--- config.mk ---
export PLATFORM = sky130hd
export DESIGN_NAME = cau_div_pipe
export DESIGN_NICKNAME = d
export VERILOG_FILES = /design/src/design/cau_pkg.sv /design/src/design/cau_div_pipe.sv
export SDC_FILE = /design/constraint.sdc
export NUM_CORES = 2
export LEC_CHECK = 0
export BUFFER_PORTS_ARGS = -buffer_cell sky130_fd_sc_hd__clkbuf_2
export CELL_PAD_IN_SITES_DETAIL_PLACEMENT = 1
export CELL_PAD_IN_SITES_GLOBAL_PLACEMENT = 1
export CORE_UTILIZATION = 46
export DETAILED_ROUTE_END_ITERATION = 7
export HOLD_SLACK_MARGIN = 0.02
export PLACE_DENSITY_LB_ADDON = 0.08
export SYNTH_ARGS = -nofsm -noshare
export SYNTH_HDL_FRONTEND = slang
export SYNTH_SLANG_ARGS = --single-unit
--- constraint.sdc ---
create_clock -name aclk -period 54.7 [get_ports aclk]
set_input_delay 2.735 -clock aclk [delete_from_list [all_inputs] [get_ports aclk]]
set_output_delay 2.735 -clock aclk [all_outputs]
set_load 0.01 [all_outputs]
--- src/design/cau_pkg.sv ---
// Shared constants, codes and pipeline types for the complex arithmetic unit.
// No dependencies; used by cau_div_pipe and complex_arithmetic_unit.
`default_nettype none
package cau_pkg;

    // Operand format: signed fixed point, DW bits with FB fractional bits.
    localparam int DW = 16;
    localparam int FB = 8;
    localparam int AW = 3;

    localparam int PW = 2 * DW;      // full product width
    localparam int SW = PW + 1;      // sum of two products, signed
    localparam int MW = SW;          // magnitude width
    localparam int QW = DW + 1;      // quotient bits kept before clamping
    localparam int RW = PW + 1;      // divider remainder width
    localparam int QB = $clog2(QW);

    localparam int DIV_STAGES = (QW + 1) / 2;

    localparam int S_TDATA_W = ((AW + 4 * DW + 7) / 8) * 8;
    localparam int M_TDATA_W = ((2 * DW + 2 + 7) / 8) * 8;

    localparam logic [AW-1:0] ACT_ADD  = AW'(0);
    localparam logic [AW-1:0] ACT_SUB  = AW'(1);
    localparam logic [AW-1:0] ACT_MUL  = AW'(2);
    localparam logic [AW-1:0] ACT_DIV  = AW'(3);
    localparam logic [AW-1:0] ACT_CONJ = AW'(4);

    localparam logic [1:0] ST_OK  = 2'd0;
    localparam logic [1:0] ST_SAT = 2'd1;
    localparam logic [1:0] ST_DZ  = 2'd2;

    localparam logic [MW-1:0] Q_LIMIT = MW'(1) << DW;
    localparam logic [MW-1:0] NEG_LIM = MW'(1) << (DW - 1);
    localparam logic [MW-1:0] POS_LIM = (MW'(1) << (DW - 1)) - MW'(1);
    localparam logic [DW-1:0] DW_MIN  = DW'(1) << (DW - 1);
    localparam logic [DW-1:0] DW_MAX  = ~DW_MIN;

    // Item in sign-magnitude form as it enters the divider pipeline.
    typedef struct packed {
        logic          vld;
        logic [AW-1:0] act;
        logic          dz;
        logic          re_neg;
        logic [MW-1:0] re_mag;
        logic          im_neg;
        logic [MW-1:0] im_mag;
        logic [PW-1:0] den;
    } item_t;

    typedef struct packed {
        item_t         item;
        logic [RW-1:0] re_rem;
        logic [RW-1:0] im_rem;
        logic [QW-1:0] re_q;
        logic [QW-1:0] im_q;
        logic          re_big;
        logic          im_big;
    } dstage_t;

endpackage
`default_nettype wire

--- src/design/cau_div_pipe.sv ---
// Pipelined restoring divider for the real and imaginary quotients, two bits per stage.
// Depends on cau_pkg; sideband item fields travel along unchanged.
`default_nettype none
module cau_div_pipe (
    input  wire logic            aclk,
    input  wire logic            aresetn,
    input  wire logic            en,
    input  wire cau_pkg::item_t  in_item,
    output cau_pkg::dstage_t     out_stage
);
    import cau_pkg::*;

    dstage_t pipe_reg [DIV_STAGES+1];
    dstage_t pipe_next [DIV_STAGES+1];

    function automatic logic [RW:0] rem_step(input logic [RW-1:0] rem,
                                             input logic [PW-1:0] den,
                                             input logic din);
        logic [RW:0] t;
        logic [RW:0] d;
        logic        qb;
        t = {rem, din};
        d = {{(RW + 1 - PW){1'b0}}, den};
        if (t >= d) begin
            t  = t - d;
            qb = 1'b1;
        end else begin
            qb = 1'b0;
        end
        return {qb, t[RW-1:0]};
    endfunction

    // One quotient bit for both lanes; pos is the dividend bit brought down.
    function automatic dstage_t div_step(input dstage_t x, input int pos);
        dstage_t     y;
        logic [QW-1:0] dl_re;
        logic [QW-1:0] dl_im;
        logic [RW:0]   r_re;
        logic [RW:0]   r_im;
        logic [QB-1:0] p;
        y     = x;
        p     = QB'(pos);
        dl_re = QW'(x.item.re_mag << FB);
        dl_im = QW'(x.item.im_mag << FB);
        r_re  = rem_step(x.re_rem, x.item.den, dl_re[p]);
        r_im  = rem_step(x.im_rem, x.item.den, dl_im[p]);
        y.re_rem = r_re[RW-1:0];
        y.im_rem = r_im[RW-1:0];
        y.re_q   = {x.re_q[QW-2:0], r_re[RW]};
        y.im_q   = {x.im_q[QW-2:0], r_im[RW]};
        return y;
    endfunction

    // The leading dividend bits form the starting remainder; when they reach the
    // divisor the quotient has more than QW bits and is clamped at the end.
    always_comb begin
        pipe_next[0].item   = in_item;
        pipe_next[0].re_rem = RW'(in_item.re_mag >> (QW - FB));
        pipe_next[0].im_rem = RW'(in_item.im_mag >> (QW - FB));
        pipe_next[0].re_q   = '0;
        pipe_next[0].im_q   = '0;
        pipe_next[0].re_big = RW'(in_item.re_mag >> (QW - FB)) >= RW'(in_item.den);
        pipe_next[0].im_big = RW'(in_item.im_mag >> (QW - FB)) >= RW'(in_item.den);
    end

    for (genvar k = 1; k <= DIV_STAGES; k++) begin : g_stage
        localparam int J0 = 2 * (k - 1);
        always_comb begin
            pipe_next[k] = div_step(pipe_reg[k-1], QW - 1 - J0);
            if (J0 + 1 < QW) begin
                pipe_next[k] = div_step(pipe_next[k], QW - 2 - J0);
            end
        end
    end

    for (genvar k = 0; k <= DIV_STAGES; k++) begin : g_reg
        always_ff @(posedge aclk) begin
            if (!aresetn) begin
                pipe_reg[k].item.vld <= 1'b0;
            end else if (en) begin
                pipe_reg[k] <= pipe_next[k];
            end
        end
    end

    assign out_stage = pipe_reg[DIV_STAGES];

`ifndef SYNTHESIS
    a_big_needs_div: assert property (@(posedge aclk) disable iff (!aresetn)
        pipe_reg[0].item.vld && pipe_reg[0].re_big |-> pipe_reg[0].item.den != '0
            || pipe_reg[0].item.act != ACT_DIV || pipe_reg[0].re_big)
        else $error("divider clamp flag inconsistent");
    a_rem_below_den: assert property (@(posedge aclk) disable iff (!aresetn)
        pipe_reg[1].item.vld && pipe_reg[1].item.act == ACT_DIV && !pipe_reg[1].item.dz
            && !pipe_reg[1].re_big |-> {1'b0, pipe_reg[1].re_rem} < {2'b0, pipe_reg[1].item.den})
        else $error("divider remainder not below divisor");
    a_vld_moves: assert property (@(posedge aclk) disable iff (!aresetn)
        en |=> pipe_reg[1].item.vld == $past(pipe_reg[0].item.vld))
        else $error("divider valid bit lost");
`endif

endmodule
`default_nettype wire

Word level (Yosys, flattened, before mapping)
Memory sizes are Yosys's and may differ from the RTL's.
Index checks and enable logic that the tools add are counted.
Operators by class
  add/sub/neg operators: 34
  $lt $le $gt $ge: 36
  muxes and demuxes: 82
  bitwise logic cells: 10
Operators with widths (number)
  >= comparator 34 x 32 -> 1 bit: 34
  two-way mux 33 bit: 34
  subtractor 33 x 32 -> 33 bit: 34
  >= comparator 24 x 32 -> 1 bit: 2
  two-way mux 1 bit: 48
  OR 1 bit: 10
Word-level totals
  register bits: 0
  bits in writable memories: 2070
  input port bits: 108
  word-level logic and storage cells: 163
  memories: 1
Memories
  pipe_reg: words 10, bits a word 207, read ports 10, clocked after memory_dff 0, write ports 10, RTL line cau_div_pipe.sv:13  | dstage_t pipe_reg [DIV_STAGES+1];

Longest topological paths before layout
An unclocked memory read counts as a cell.
  depth after elaboration: 5
  depth in mapped cells: 32
  depth with buffers taken out: 29

Worst setup path after synthesis
No wires, ideal clock.
  path type: input -> register
  from: in aresetn
  to: mem pipe_reg[0][0] (netlist bit) (enable)
  setup time: 2462 ps
  data arrival time: 44197 ps
  data required time: 52238 ps
  slack: 8041 ps
  cell stages on the path: 2
  buffers on the path: 1
  path through: clkbuf_1 > and2_1
RTL lines
  from (decl): RTL line cau_div_pipe.sv:6  | input wire logic aresetn,
  to (decl): RTL line cau_div_pipe.sv:13

==> impl_metrics.tcl <==
set metrics [dict create \
    synth_edf_count 1841 \
    critPathArrivalTime_ns 9.66 \
    cts_tree "built" \
    hold_slack_ns 0.3683 \
    synthSimpleGateAreaFrac 0.09870 \
    clockPowerShare 0.163 \
    relSlewSlack 0.02696 \
    worst_setup_path_start_kind "register" \
    syn_inst 11208 \
    largest_reg_flops 1842 \
    yosys_warnings 0 \
    r2r-start "pipe_reg[5][102]" \
    cts.repair.resized 0 \
    rows 188 \
    worstHoldStart "pipe_reg[8][15]" \
    final-setup-viol-count 0 \
    synth-main-ff-cell "edfxtp_1" \
    period_minus_slack_ns 9.040 \
    synth_top_family_by_area "compound AO/OA/AOI/OAI gates" \
    cp-startpoint "pipe_reg[5][102]" \
    layout-drive-gt1-share 0.1170 \
    grt_setup_unrepaired "no" \
    power.switching_w 0.003627 \
    grt_pass1_wl_mm 597.4 \
    area_growth_pct 9.972 \
    clockBufferDepth 4 \
    clkTransAtPathRegs_ns 0.06 \
    overflow 0 \
    dieArea_um2 267700 \
    yosys.area_share.xor_xnor 0.06537 \
    antenna_found_initial 26 \
    numCtsBuffers 209 \
    power_per_cell_area_nw_per_um2 63.28 \
    synth-compound-area-share 0.1677 \
    netlist_area_um2 122200 \
    track_usage 0.2995 \
    syn-num-nets 12460 \
    seqPwrFrac 0.257 \
    switching_share 0.4265 \
    nets 12812 \
    initial_utilization 0.4642 \
    port_buffers 314 \
    synth_seq_cells 1842 \
    yosysSeqAreaShare 0.4526 \
    first_iter_violations 6422 \
    cts-root-buf "clkbuf_16" \
    cp_slowest_stage_delay_ns 0.66 \
    grt_max_degree 184 \
    share_comb_of_total_power 0.580 \
    postSynth.asyncResetShare 0 \
    path_max_fanout 48 \
    yosysUniqueCellTypes 109 \
    final.setup.tns_ns 0 \
    ir_drop_uv 47.68 \
    crit_required_ns 55.32 \
    violations "capacitance limit" \
    grt_pass1_vias 92294 \
    hpwl_mm 328.9 \
    p_leak_nw 53.97 \
    vias 91151 \
    clock-skew-final_ns 0.09291 \
    die_h_um 517.4 \
    ctsHoldBuffers 0 \
    worst-setup-path-type "reg2reg" \
    via_per_inst 5.979 \
    ant_nets 0 \
    fmax_mhz 110.6 \
    cp-end-kind "register" \
    n_fill_cell 28216 \
    numClockSinks 1842 \
    worst_pin_slew_ns 1.423 \
    htreeDepth 4 \
    core_area_um2 263200 \
    clk_latency_ns 0.92 \
    hold_path.class "reg2reg" \
    outcome "finished, violations left" \
    wl_per_cell_um 26.96 \
    drc 0 \
    fin_crit_sh 0.1653 \
    synth.mux.area_fraction 0.06816 \
    first_pass_iters 6 \
    crit_slowest_cell "edfxtp_1" \
    hold_viol 0 \
    post_cts_buffers 0 \
    globalplace.congestion 0.9462 \
    die_x_um 517.4 \
    cap_viol_max_count 1 \
    io_pins 315 \
    finalMaxSlewViolations 0 \
    p_int_w 0.004877 \
    avgSynthCellArea_um2 10.90 \
    drt-total-wl_mm 411.0 \
    yosys.area_share.adder 0.1189 \
]
## synth_stat cells, types with 59 or more instances
cell type,number,area (µm²)
nand2_1,608,2282
a211oi_1,68,510.5
inv_1,634,2380
a31oi_1,95,594.3
mux2_4,71,1066
nand4_1,152,950.9
and3_1,79,494.2
o21a_1,120,900.9
xor2_1,269,2356
ha_1,1116,13960
nor3_1,164,820.8
nand3_1,193,965.9
o21ai_0,609,3048
a21oi_1,1078,5395
clkbuf_1,147,551.8
nor2_1,725,2721
o21bai_1,163,1224
mux2_1,115,1295
nor2b_1,146,913.4
edfxtp_1,1841,55280
o31ai_1,59,442.9
mux2_2,487,5484
xnor2_1,643,5632
and2_1,73,456.7
a21o_1,582,4369
nand2b_1,155,969.7
## area by class of cell
| cell class | count | area (µm²) | area share |
|---|---|---|---|
| well taps | 3515 | 4398 | 0.03273 |
| repair buffers | 373 | 2052 | 0.01527 |
| diodes | 7 | 17.52 | 0.0001304 |
| clock inverters | 129 | 1276 | 0.009498 |
| flip-flops and latches | 1842 | 55300 | 0.4116 |
| clock buffers | 246 | 5390 | 0.04011 |
| inverters | 640 | 2402 | 0.01788 |
| multi-input cells | 8494 | 63530 | 0.4728 |
## layer usage
metal	track usage	share of wire	up-vias
met1	0.3853	0.43	45630
met3	0.03634	0.048	608
met5	0.004506	0.00044	-
met4	0.1167	0.042	4
met2	0.5112	0.48	2127
li1	-	-	42782
## placed cells by master (no fill, tap or decap), types with 146 or more instances in the layout
| cell type | instances |
|---|---|
| a21o_1 | 582 |
| a21oi_1 | 1075 |
| clkbuf_16 | 210 |
| clkbuf_2 | 314 |
| edfxtp_1 | 1841 |
| ha_1 | 1116 |
| inv_1 | 634 |
| mux2_2 | 487 |
| nand2_1 | 606 |
| nand2b_1 | 155 |
| nand3_1 | 192 |
| nand4_1 | 152 |
| nor2_1 | 723 |
| nor2b_1 | 146 |
| nor3_1 | 164 |
| o21ai_0 | 609 |
| o21bai_1 | 163 |
| xnor2_1 | 643 |
| xor2_1 | 269 |
## critical path: cells and delay by family, from the launching register on
family,cells,cell delay (ns)
AO/OA/AOI/OAI,16,4.26
buffers and inverters,3,1.34
adder cells (fa/ha/maj),2,0.88
multiplexers,2,0.82
AND/OR/NAND/NOR,2,0.67
flip-flops,1,0.66
## cells by family after synthesis
family | count (synthesis)
AND/OR/NAND/NOR | 2497
buffers and inverters | 872
adder cells (fa/ha/maj) | 1144
AO/OA/AOI/OAI | 3221
flip-flops | 1842
multiplexers | 720
XOR/XNOR | 912
## power groups by stage
stage                     registers (W)  logic (W)  clock network [W]
after floorplan                 0.00219    0.00362                  0
after global placement          0.00221    0.00470                  0
after detailed placement        0.00221    0.00483                  0
after CTS                       0.00219    0.00488            0.00143
after global routing            0.00219    0.00534            0.00147
final                           0.00219    0.00493            0.00139
## worst paths after layout
check	endpoint	slack, ns	cells after the start
worst max-delay path	pipe_reg[6][37]	45.66	25
worst max register to register	pipe_reg[6][37]	45.66	25
worst min-delay path	pipe_reg[9][16]	0.37	0
worst min register to register	pipe_reg[9][16]	0.37	0
## per-stage QoR
step | total power [W] | util | setup WS, ns | instances | area (µm²)
global route | 0.008993 | 0.5105 | 45.19 | 15242 | 134400
finish | 0.008504 | 0.5105 | 45.66 | 15246 | 134400
detailed placement | 0.007046 | 0.4851 | 45.63 | 14864 | 127700
global placement | 0.006909 | 0.4851 | 45.81 | 14864 | 127700
floorplan | 0.005812 | - | 8.041 | 11208 | 122200
CTS | 0.008488 | 0.5104 | 45.72 | 15239 | 134400
Note: power is estimated with default switching activity, not from simulation.
